===== src/hdl/shp_pkg.sv =====
`timescale 1ns / 1ps
`default_nettype none

package shp_pkg;

  localparam int PIX_W      = 8;
  localparam int MAX_WIDTH  = 1024;
  localparam int MAX_HEIGHT = 4096;
  localparam int COL_W      = $clog2(MAX_WIDTH);
  localparam int ROW_W      = $clog2(MAX_HEIGHT);
  localparam int FW_W       = 11;
  localparam int FH_W       = 13;
  localparam int CFG_DATA_W = 13;
  localparam int CFG_IDX_W  = 2;
  localparam int FIFO_DEPTH = 2;

  localparam logic [FW_W-1:0] FW_RESET = FW_W'(640);
  localparam logic [FH_W-1:0] FH_RESET = FH_W'(480);

  typedef enum logic [CFG_IDX_W-1:0] {
    CFG_FRAME_WIDTH  = 2'd0,
    CFG_FRAME_HEIGHT = 2'd1,
    CFG_KERNEL_MODE  = 2'd2
  } cfg_idx_e;

  typedef logic [PIX_W-1:0] pix_t;

  // Window rows run from two rows above (index 0) to the newest row (index 2);
  // columns run the same way from oldest to newest.
  typedef logic [2:0][2:0][PIX_W-1:0] win_t;

  typedef struct packed {
    win_t win;
    logic right;
    logic bottom;
  } shp_job_t;

  typedef struct packed {
    logic [COL_W-1:0] col_last;
    logic [ROW_W-1:0] row_last;
    logic             restart;
  } shp_geom_t;

endpackage

`default_nettype wire


===== src/hdl/shp_fifo.sv =====
`timescale 1ns / 1ps
`default_nettype none

module shp_fifo import shp_pkg::*; (
  input  logic     clk_i,
  input  logic     rst_ni,
  input  logic     push_i,
  input  shp_job_t job_i,
  output logic     full_o,
  input  logic     pop_i,
  output logic     head_valid_o,
  output shp_job_t head_o
);

  localparam int PTR_W = (FIFO_DEPTH > 1) ? $clog2(FIFO_DEPTH) : 1;
  localparam int CNT_W = $clog2(FIFO_DEPTH + 1);

  shp_job_t           mem_q [FIFO_DEPTH];
  logic [PTR_W-1:0]   wr_ptr_q, rd_ptr_q;
  logic [CNT_W-1:0]   count_q;
  logic               do_push, do_pop;

  assign full_o       = (count_q == CNT_W'(FIFO_DEPTH));
  assign head_valid_o = (count_q != '0);
  assign head_o       = mem_q[rd_ptr_q];
  assign do_push      = push_i && !full_o;
  assign do_pop       = pop_i && head_valid_o;

  always_ff @(posedge clk_i or negedge rst_ni) begin
    if (!rst_ni) begin
      wr_ptr_q <= '0;
      rd_ptr_q <= '0;
      count_q  <= '0;
    end else begin
      if (do_push) begin
        wr_ptr_q <= (wr_ptr_q == PTR_W'(FIFO_DEPTH - 1)) ? '0 : wr_ptr_q + 1'b1;
      end
      if (do_pop) begin
        rd_ptr_q <= (rd_ptr_q == PTR_W'(FIFO_DEPTH - 1)) ? '0 : rd_ptr_q + 1'b1;
      end
      if (do_push && !do_pop) begin
        count_q <= count_q + 1'b1;
      end else if (do_pop && !do_push) begin
        count_q <= count_q - 1'b1;
      end
    end
  end

  always_ff @(posedge clk_i) begin
    if (do_push) begin
      mem_q[wr_ptr_q] <= job_i;
    end
  end

endmodule

`default_nettype wire


===== config.mk =====
export PLATFORM = sky130hd
export DESIGN_NAME = shp_fifo
export DESIGN_NICKNAME = d
export VERILOG_FILES = /design/src/hdl/shp_pkg.sv /design/src/hdl/shp_fifo.sv
export SDC_FILE = /design/constraint.sdc
export NUM_CORES = 1
export LEC_CHECK = 0
export ABC_AREA = 1
export BUFFER_PORTS_ARGS = -buffer_cell sky130_fd_sc_hd__clkbuf_2
export CORE_MARGIN = 2
export CORE_UTILIZATION = 50
export CTS_CLUSTER_SIZE = 14
export DETAILED_ROUTE_END_ITERATION = 10
export PLACE_DENSITY = 0.74
export SLEW_MARGIN = 30
export SYNTH_ARGS = -nofsm -noshare
export SYNTH_HDL_FRONTEND = slang
export SYNTH_SLANG_ARGS = --single-unit

===== constraint.sdc =====
create_clock -name clk_i -period 5.3 [get_ports clk_i]
set_input_delay 0.265 -clock clk_i [delete_from_list [all_inputs] [get_ports clk_i]]
set_output_delay 0.265 -clock clk_i [all_outputs]
set_load 0.01 [all_outputs]

==> summary.md <==
| Metric | Value |
|---|---|
| Die height | 110 µm |
| Max Cap Viol | 0 |
| FF-to-FF path depth | 5 |
| R2R Setup Slk | 3.07 ns |
| R2R Path Start | count_q[1] |
| Psw | 1380 µW |
| 1st-pass router iterations | 4 |
| Wire per inst | 14.5 µm |
| Multi-input gate area | 936 µm² |
| H-tree Lvls | 4 |
| Tot GR Track Use | 0.200 |
| Clock Power Share | 0.292 |
| IO buf count | 153 |
| Synth area leader | edfxtp_1 |
| CP endpoint kind | output pin |
| Synth Area in Compound Gates | 0.000895 |
| Largest cells by area after synthesis | edfxtp_1, nand2_1, dfrtp_1 |
| Mux contribution to synthesized area | 0 |
| Final #Nets | 733 |
| Switch share | 0.327 |
| Worst Setup SP | rd_ptr_q |
| Fin Clk Skew | 0.00572 ns |
| Routed Wire Length | 11.7 mm |
| Syn nets | about 500 |
| Leakage power | 0.00345 µW |
| Worst R2R End | mem_q[1][68] |
| Worst Hold Class | in -> reg |
| Average vias per placed instance | 4.76 |
| Seq pwr share | 0.404 |
| Setup ws final | ~2.8 ns |
| Dpl ws | 3.05 ns |
| Avg Cell Area, Syn | 13.4 µm² |
| Total grt overflow | 0 |
| Post-layout instance area | 0.00788 mm² |
| Final setup violation count | 0 |
| Largest family of logic cells by synthesized area | simple AND/OR/NAND/NOR gates |
| Critical setup path kind | reg -> out |
| Clock Tree Buf Depth | 2 |
| Register area share after synthesis | 0.812 |
| Post-place instance area | approximately 0.0065 mm² |
| Yosys warning count | 0 |
| Layout area overhead | 40.9% |
| Clk slew on worst S/H paths | 0.06 ns |
| Initial DRC count | 245 |
| Critical Path RT | 5.04 ns |
| Number of gates resized after cts | 0 |
| Worst hold path depth | 3 |
| Largest net degree at the start of global routing | 76 |
| #FFs+latches synth | about 150 |
| Fillers | 701 |
| Worst setup SP type | flop |
| Worst hold path startpoint | pop_i |
| Detailed placer's ending HPWL | 6.61 mm |
| Initial antenna violation count | 0 |
| Logic pwr share | 0.303 |
| Slew at the pin closest to its max-slew limit | just over 0.8 ns |
| Part of the cycle the worst path needs | 0.472 |
| Mapped cell area | 0.00559 mm² |
| Total core area | 0.0109 mm² |
| Cell variety after synth | 14 |
| Synth Area in XOR/XNOR | 0.00157 |
| Fin cells | 807 |
| Dpl cells | 700 |
| Hold Path End | rd_ptr_q |
| Crit path arrival time | 2.24 ns |
| Area of the die | 0.0121 mm² |
| Relative max-transition margin | 0.458 |
| Status | complete, no violations |
| DR vias | approximately 3800 |
| Hold Vio Cnt, Final | 0 |
| Synth Area in Simple Gates | 0.161 |
| CTS root buffer | clkbuf_8 |
| First-pass GRT wire length | 17.6 mm |
| Worst vdd ir | between 0.3 and 0.4 mV |
| Max Freq | between 300 and 400 MHz |
| Internal | 2840 µW |
| Antenna Nets Post-Route | 0 |
| Die W | 110 µm |
| Num rows | 38 |
| GP Congestion | 0.742 |
| Vias in the first global route | 3875 |
| Pwr/cell area | 535 mW/mm² |
| Fin. max-slew vios | 0 |
| Total CTS buffers | 17 |
| Drc violations | 0 |
| Final TNS setup | 0 ns |
| Share of layout cells above drive strength 1 | 0.289 |
| Syn Inst Count | 418 |
| Clock sinks | roughly 150 |
| Io pins | 154 |
| Top-area cell type share of the netlist area | 0.794 |
| ANT cells | 0 |
| Clock Latency Late Sink | 0.52 ns |
| Synth Area in Adders | 0.00224 |
| Initial core utilization | 0.514 |
| Register Area | 0.00455 mm² |
| Crit path max fanout | 41 |
| Min Tclk post-route | 2.50 ns |
| Unrepaired setup endpoints after global routing | false |
| CTS tree | done |
cells in the final DEF (no fill, tap or decap):
cell type / instances
buf_16: 1
buf_4: 3
buf_6: 1
bufinv_16: 4
clkbuf_1: 1
clkbuf_16: 16
clkbuf_2: 153
clkbuf_8: 1
clkinv_2: 3
clkinv_4: 5
clkinvlp_4: 1
dfrtp_1: 3
dfrtp_2: 1
dlygate4sd3_1: 75
edfxtp_1: 148
ha_1: 1
inv_1: 6
inv_2: 1
inv_6: 2
nand2_1: 233
nand3_1: 2
nand4_1: 1
nor2_1: 2
nor2_4: 1
o21ai_0: 1
xnor2_1: 1
critical path, cell delays in order (launching register included):
cell      delay [ns]
dfrtp_2         0.41
inv_2           0.44
buf_4           0.50
nand2_1         0.11
nand2_1         0.10
clkbuf_2        0.13
stage by stage:
stage	util	total power (µW)	hold slack (ns)
after floorplan	-	2480	-0.0306
after global placement	0.595	2910	0.0817
after detailed placement	0.598	2970	0.0847
after CTS	0.724	4250	0.000341
after global routing	0.724	4460	0.0126
final	0.724	4220	0.0244
flip-flops by register name, summed over array words and instances, names as in the netlist:
name,cells
count_q,2
rd_ptr_q,1
mem_q,148
wr_ptr_q,1
worst max path at each step:
stage                         to  slack (ns)  depth (start not counted)
finish                head_o[48]        2.80                          5
global route           head_o[8]        2.61                          5
CTS                   head_o[16]        2.74                          5
detailed placement  mem_q[1][68]        3.05                          5
global placement    mem_q[1][42]        2.87                          4
floorplan            mem_q[1][0]        1.15                          3
synthesized netlist by cell type:
library cell	count
xnor2_1	1
nand4_1	1
clkbuf_1	1
inv_2	1
nand3_1	2
nand2_1	233
buf_4	5
edfxtp_1	148
ha_1	1
o21ai_0	1
dfrtp_1	4
nor2_1	3
buf_2	10
inv_1	7
final cells by class:
class	count	area share
sequential	152	0.577
tap	140	0.0222
multi-input combinational	242	0.119
clock inverter	14	0.0252
clock buffer	18	0.0530
inverter	8	0.00397
timing repair buffer	233	0.200
repair_timing:
| action | in CTS | in global routing |
|---|---|---|
| setup buffers | 0 | 0 |
| hold endpoints to repair | 152 | 0 |
| hold buffers | 75 | 0 |
power by group through the flow:
stage | Sequential, µW | Combinational, µW | Clock, µW
after detailed placement | 1730 | 1240 | 0
after floorplan | 1740 | 745 | 0
final | 1710 | 1280 | 1230
after CTS | 1710 | 1290 | 1260
after global routing | 1730 | 1420 | 1300
after global placement | 1720 | 1190 | 0
kinds of logic after synthesis:
kind of cell	Yosys count
and+or+nand+nor	239
DFF	152
buffers and inverters	24
AOI/OAI and AO/OA	1
xor gates and xnor gates	1
adders and majority gates	1
per-layer routing:
metal	vias up	GRT usage	wire, µm
li1	1882	-	-
met1	1793	0.222	4560
met2	148	0.353	6180
met3	21	0.0498	690
met4	0	0.106	247
met5	-	0	0
Power figures use the tool's default switching activity.
