==> src/hdl/shp_pkg.sv <==
`timescale 1ns / 1ps
`default_nettype none

package shp_pkg;

  localparam int PIX_W      = 8;
  localparam int MAX_WIDTH  = 1024;
  localparam int MAX_HEIGHT = 4096;
  localparam int COL_W      = $clog2(MAX_WIDTH);
  localparam int ROW_W      = $clog2(MAX_HEIGHT);
  localparam int FW_W       = 11;
  localparam int FH_W       = 13;
  localparam int CFG_DATA_W = 13;
  localparam int CFG_IDX_W  = 2;
  localparam int FIFO_DEPTH = 2;

  localparam logic [FW_W-1:0] FW_RESET = FW_W'(640);
  localparam logic [FH_W-1:0] FH_RESET = FH_W'(480);

  typedef enum logic [CFG_IDX_W-1:0] {
    CFG_FRAME_WIDTH  = 2'd0,
    CFG_FRAME_HEIGHT = 2'd1,
    CFG_KERNEL_MODE  = 2'd2
  } cfg_idx_e;

  typedef logic [PIX_W-1:0] pix_t;

  // Window rows run from two rows above (index 0) to the newest row (index 2);
  // columns run the same way from oldest to newest.
  typedef logic [2:0][2:0][PIX_W-1:0] win_t;

  typedef struct packed {
    win_t win;
    logic right;
    logic bottom;
  } shp_job_t;

  typedef struct packed {
    logic [COL_W-1:0] col_last;
    logic [ROW_W-1:0] row_last;
    logic             restart;
  } shp_geom_t;

endpackage

`default_nettype wire

==> src/hdl/shp_if.sv <==
`timescale 1ns / 1ps
`default_nettype none


interface shp_res_if import shp_pkg::*; ();
  logic valid;
  logic ready;
  pix_t pixel_out;
  logic last_of_run;
  logic frame_done;

  modport source (output valid, output pixel_out, output last_of_run, output frame_done,
                  input ready);
  modport sink (input valid, input pixel_out, input last_of_run, input frame_done,
                output ready);
endinterface

`default_nettype wire

==> src/hdl/shp_back.sv <==
`timescale 1ns / 1ps
`default_nettype none

module shp_back import shp_pkg::*; (
  input  logic      clk_i,
  input  logic      rst_ni,
  input  logic      head_valid_i,
  input  shp_job_t  head_i,
  output logic      pop_o,
  input  logic      mode_i,
  shp_res_if.source res_o
);

  typedef enum logic [1:0] {
    K_CENTER = 2'd0,
    K_RIGHT  = 2'd1,
    K_BELOW  = 2'd2,
    K_CORNER = 2'd3
  } kind_e;

  kind_e  kind_q, kind_next;
  logic   run_end, adv, row_sel, col_sel;
  logic   out_valid_q, out_last_q, out_done_q;
  pix_t   out_pix_q, result;
  win_t   sel;
  logic [PIX_W+1:0] cross_sum, corner_sum;
  logic [PIX_W+2:0] neg_sum;
  logic [PIX_W+3:0] ctr_term;
  logic signed [PIX_W+4:0] total;

  assign adv     = head_valid_i && (!out_valid_q || res_o.ready);
  assign row_sel = (kind_q == K_BELOW) || (kind_q == K_CORNER);
  assign col_sel = (kind_q == K_RIGHT) || (kind_q == K_CORNER);

  always_comb begin
    kind_next = K_CENTER;
    run_end   = 1'b1;
    case (kind_q)
      K_CENTER: begin
        if (head_i.right) begin
          kind_next = K_RIGHT;
          run_end   = 1'b0;
        end else if (head_i.bottom) begin
          kind_next = K_BELOW;
          run_end   = 1'b0;
        end
      end
      K_RIGHT: begin
        if (head_i.bottom) begin
          kind_next = K_BELOW;
          run_end   = 1'b0;
        end
      end
      K_BELOW: begin
        if (head_i.right) begin
          kind_next = K_CORNER;
          run_end   = 1'b0;
        end
      end
      default: begin
        kind_next = K_CENTER;
        run_end   = 1'b1;
      end
    endcase
  end

  // Pixels on the last row or column see the edge pixel repeated in place of
  // the missing neighbor.
  always_comb begin : select_window
    logic [1:0] ri, cj;
    for (int i = 0; i < 3; i++) begin
      for (int j = 0; j < 3; j++) begin
        ri = row_sel ? ((i == 0) ? 2'd1 : 2'd2) : 2'(i);
        cj = col_sel ? ((j == 0) ? 2'd1 : 2'd2) : 2'(j);
        sel[i][j] = head_i.win[ri][cj];
      end
    end
  end

  always_comb begin
    cross_sum  = (PIX_W+2)'(sel[0][1]) + (PIX_W+2)'(sel[1][0])
               + (PIX_W+2)'(sel[1][2]) + (PIX_W+2)'(sel[2][1]);
    corner_sum = (PIX_W+2)'(sel[0][0]) + (PIX_W+2)'(sel[0][2])
               + (PIX_W+2)'(sel[2][0]) + (PIX_W+2)'(sel[2][2]);
    neg_sum    = (PIX_W+3)'(cross_sum) + (mode_i ? (PIX_W+3)'(corner_sum) : '0);
    ctr_term   = mode_i ? ((PIX_W+4)'(sel[1][1]) << 3) + (PIX_W+4)'(sel[1][1])
                        : ((PIX_W+4)'(sel[1][1]) << 2) + (PIX_W+4)'(sel[1][1]);
    total      = $signed({1'b0, ctr_term}) - $signed({2'b00, neg_sum});
    if (total[PIX_W+4]) begin
      result = '0;
    end else if (total[PIX_W+3:PIX_W] != '0) begin
      result = '1;
    end else begin
      result = total[PIX_W-1:0];
    end
  end

  assign pop_o = adv && run_end;

  always_ff @(posedge clk_i or negedge rst_ni) begin
    if (!rst_ni) begin
      kind_q      <= K_CENTER;
      out_valid_q <= 1'b0;
    end else begin
      if (adv) begin
        kind_q      <= kind_next;
        out_valid_q <= 1'b1;
      end else if (res_o.ready) begin
        out_valid_q <= 1'b0;
      end
    end
  end

  always_ff @(posedge clk_i) begin
    if (adv) begin
      out_pix_q  <= result;
      out_last_q <= run_end;
      out_done_q <= (kind_q == K_CORNER);
    end
  end

  assign res_o.valid       = out_valid_q;
  assign res_o.pixel_out   = out_pix_q;
  assign res_o.last_of_run = out_last_q;
  assign res_o.frame_done  = out_done_q;

endmodule

`default_nettype wire

==> src/flat_wrapper.sv <==
// flat-port wrapper written by rule: the top's interface ports become plain ports
module shp_back_flat import shp_pkg::*;
  (clk_i, rst_ni, head_valid_i, head_i, pop_o, mode_i, res_o_valid, res_o_pixel_out, res_o_last_of_run, res_o_frame_done, res_o_ready);
  shp_res_if res_o_i ();
  input  logic clk_i;
  input  logic rst_ni;
  input  logic head_valid_i;
  input  shp_job_t head_i;
  output logic pop_o;
  input  logic mode_i;
  output wire logic [$bits(res_o_i.valid)-1:0] res_o_valid;
  output wire logic [$bits(res_o_i.pixel_out)-1:0] res_o_pixel_out;
  output wire logic [$bits(res_o_i.last_of_run)-1:0] res_o_last_of_run;
  output wire logic [$bits(res_o_i.frame_done)-1:0] res_o_frame_done;
  input wire logic [$bits(res_o_i.ready)-1:0] res_o_ready;
  assign res_o_valid = res_o_i.valid;
  assign res_o_pixel_out = res_o_i.pixel_out;
  assign res_o_last_of_run = res_o_i.last_of_run;
  assign res_o_frame_done = res_o_i.frame_done;
  assign res_o_i.ready = res_o_ready;
  shp_back u_core (.clk_i(clk_i), .rst_ni(rst_ni), .head_valid_i(head_valid_i), .head_i(head_i), .pop_o(pop_o), .mode_i(mode_i), .res_o(res_o_i));
endmodule
==> config.mk <==
export PLATFORM = sky130hd
export DESIGN_NAME = shp_back_flat
export DESIGN_NICKNAME = d
export VERILOG_FILES = /design/src/hdl/shp_pkg.sv /design/src/hdl/shp_if.sv /design/src/hdl/shp_back.sv /design/src/flat_wrapper.sv
export SDC_FILE = /design/constraint.sdc
export NUM_CORES = 1
export LEC_CHECK = 0
export ABC_CLOCK_PERIOD_IN_PS = 21200
export BUFFER_PORTS_ARGS = -buffer_cell sky130_fd_sc_hd__buf_2
export CAP_MARGIN = 20
export CELL_PAD_IN_SITES_DETAIL_PLACEMENT = 1
export CELL_PAD_IN_SITES_GLOBAL_PLACEMENT = 2
export CORE_MARGIN = 2
export CORE_UTILIZATION = 37
export DETAILED_ROUTE_END_ITERATION = 10
export PLACE_DENSITY_LB_ADDON = 0.05
export SYNTH_ARGS = -nofsm -noshare
export SYNTH_HDL_FRONTEND = slang
export SYNTH_SLANG_ARGS = --single-unit
==> constraint.sdc <==
create_clock -name clk_i -period 21.2 [get_ports clk_i]
set_clock_uncertainty 0.2 [all_clocks]
set_input_delay 2.12 -clock clk_i [delete_from_list [all_inputs] [get_ports clk_i]]
set_output_delay 2.12 -clock clk_i [all_outputs]
set_load 0.02 [all_outputs]
==> flow_summary.ini <==
[status]
status = complete, no violations

[floorplan]
core-area_sq_um = 12110
pin_count = 91
die_w_microns = 116.0
num_rows = 40
die_h_microns = 116.0
die-area_sq_um = 13470
initial_core_util_pct = 38.35

[logic_synthesis]
synthFlopType = edfxtp_1
yosys-top-cells-area = ha_1 17%, fa_1 10%, edfxtp_1 6.5%
synth-edff-count = 10
syn_inst = 560
synthTopCellsByCount = 64 x ha_1, 54 x inv_1, 52 x a21oi_1
async_reset_ff_share_pct = 23.08
synth_top_area_share_pct = 17.24
yosysWarnings = 0
yosysMostFrequentCell = ha_1
ys_seq_area_share_pct = 8.082
syn-cell-area_sq_um = 4644
ys_ff_latch = 13
synth.distinct_cells = 56
yosysTopAreaCell = ha_1
syn_nets = 727
synth.avg_cell_area_sq_um = 8.294

[global_routing]
grt_usage_pct = 19.19
grt.overflow.total = 0
grt_first_pass_wirelength_microns = 20920
grt_max_degree = 63
grt_pass1_vias = 4362
antenna_found_initial = 0

[cells_and_area]
drive_gt1_share_pct = 21.13
nFillCells = 1512
antenna_cells = 0
nets = 807
area_growth_pct = 14.55

[sta]
setup_tns_ps = 0
worst_pin_slew_ps = 800.8
rsz0062_at_grt = no
period_share_pct = 39.96
fmax_ghz = 0.1181
setup_violations = 0
slew_headroom_pct = 46.61
holdWs_ps = 322.7
slew_violations = 0
hold_viol_final = 0
period_needed_ps = 8471

[worst_setup_path]
path_class = in -> reg
r2r_cells = 30
slowest_stage = fa_1
crit_fanout = 8
cpPeakStageDelay_ps = 480
rr_endpoint = u_core.res_o.pixel_out[3]
endpoint_kind = flop
cp-startpoint = head_i[2]
r2r-start = u_core.kind_q[1]
cp-start-kind = primary input
cp_data_required_time_ps = 20940
cp.arrival_ps = 8210
r2r_slack_ps = 13650

[clocking]
h-tree-depth = 1
cts_buffers = 3
clockRootBuffer = clkbuf_16
cts_hold_repair.buffers = 0
cts_resized = 0
cts_tree = built
cts_max_path_buffers = 2
clock_latency_ps = 240
post_cts_buffers = 0
cts.sinks = 13
clkTransAtPathRegs_ps = 40

[placement]
place_congestion = 0.8136
place_hpwl_microns = 11010
io_buffers = 90

[min_path]
hold_path_class = reg -> reg
hold_depth = 2
hp-start = u_core.res_o.valid
hold-path-endpoint = u_core.res_o.valid

[routing]
firstDrtPassIters = 4
routed_wl_microns = 12690
drc = 0
viasPerCell = 5.230
initialDrtViolationCount = 115
ant_nets = 0
vias = 4221
routedWlPerCell_microns = 15.73

[flow_run]
drv_cap = 0
[cells by family (layout without fill, tap and decap cells)]
| family | after synthesis | count (layout) | synth area share (%) |
|---|---|---|---|
| simple gates | 137 | 137 | 14.49 |
| flops | 13 | 13 | 8.082 |
| buf+inv | 73 | 152 | 6.357 |
| compound gates | 145 | 145 | 19.91 |
| mux | 59 | 59 | 14.92 |
| fa+ha+maj | 88 | 88 | 27.59 |
| xor+xnor | 45 | 45 | 8.648 |
[layer usage]
layer	global-route usage [%]	routed length (microns)
met1	25.69	5815
met2	34.81	6335
met5	0	0
met3	1.203	422
met4	2.698	121
[sequential cells by signal, summed over array words and instances, names as in the netlist]
signal,flops
u_core.res_o.pixel_out,8
u_core.res_o.frame_done,1
u_core.kind_q,2
u_core.res_o.valid,1
u_core.res_o.last_of_run,1
[layout make-up]
class | count | area [sq um] | area share (%)
multi-input cells | 474 | 3974 | 74.69
clock buffers | 4 | 78.83 | 1.482
repair buffers | 93 | 470.5 | 8.843
inverters | 55 | 209.0 | 3.928
well taps | 168 | 210.2 | 3.951
flip-flops and latches | 13 | 377.9 | 7.103
[per-stage QoR]
stage                     util [%]  instance area, sq um  worst slack (ps)  std cells
after floorplan                  -                  4644             13260        560
after global placement       43.23                  5236             12380        802
after detailed placement     43.23                  5236             12230        802
after CTS                    43.88                  5315             12460        806
after global routing         43.93                  5320             12010        807
final                        43.93                  5320             12730        807
[how the worst max path moves through the flow]
stage | to | slack [ps] | depth (start not counted)
after global routing | u_core.res_o.pixel_out[0] | 12010 | 31
after CTS | u_core.res_o.pixel_out[3] | 12460 | 29
after global placement | u_core.res_o.pixel_out[3] | 12380 | 29
after detailed placement | u_core.res_o.pixel_out[3] | 12230 | 30
after floorplan | u_core.res_o.pixel_out[2] | 13260 | 27
final | u_core.res_o.pixel_out[3] | 12730 | 30
[layout by cell type, fill, tap and decap left out, types with 3 or more instances in the layout]
master and n:
mux2_2 26, a21oi_1 52, a41oi_1 8, o21bai_1 3, o41ai_1 3, xnor2_1 22
nor3_1 14, buf_2 91, o21a_1 10, a21o_1 15, edfxtp_1 10, xor2_1 22
o21ai_1 3, nor2_1 45, a211oi_1 13, fa_1 24, nand2b_1 10, mux2i_1 28
o21ai_0 23, nand2_1 26, ha_1 64, inv_1 54, nor2b_1 23, clkbuf_16 3
nand3_1 4
[critical path: cells and delay by family]
kind	cells	cell delay [ps]
buffers and inverters	4	290
and+or+nand+nor	4	790
xor gates and xnor gates	2	530
adders and majority gates	7	2350
AOI/OAI and AO/OA	13	2140
Power is not shown: default switching activity piles up to over one toggle a cycle in this logic, so the estimate is an artifact.
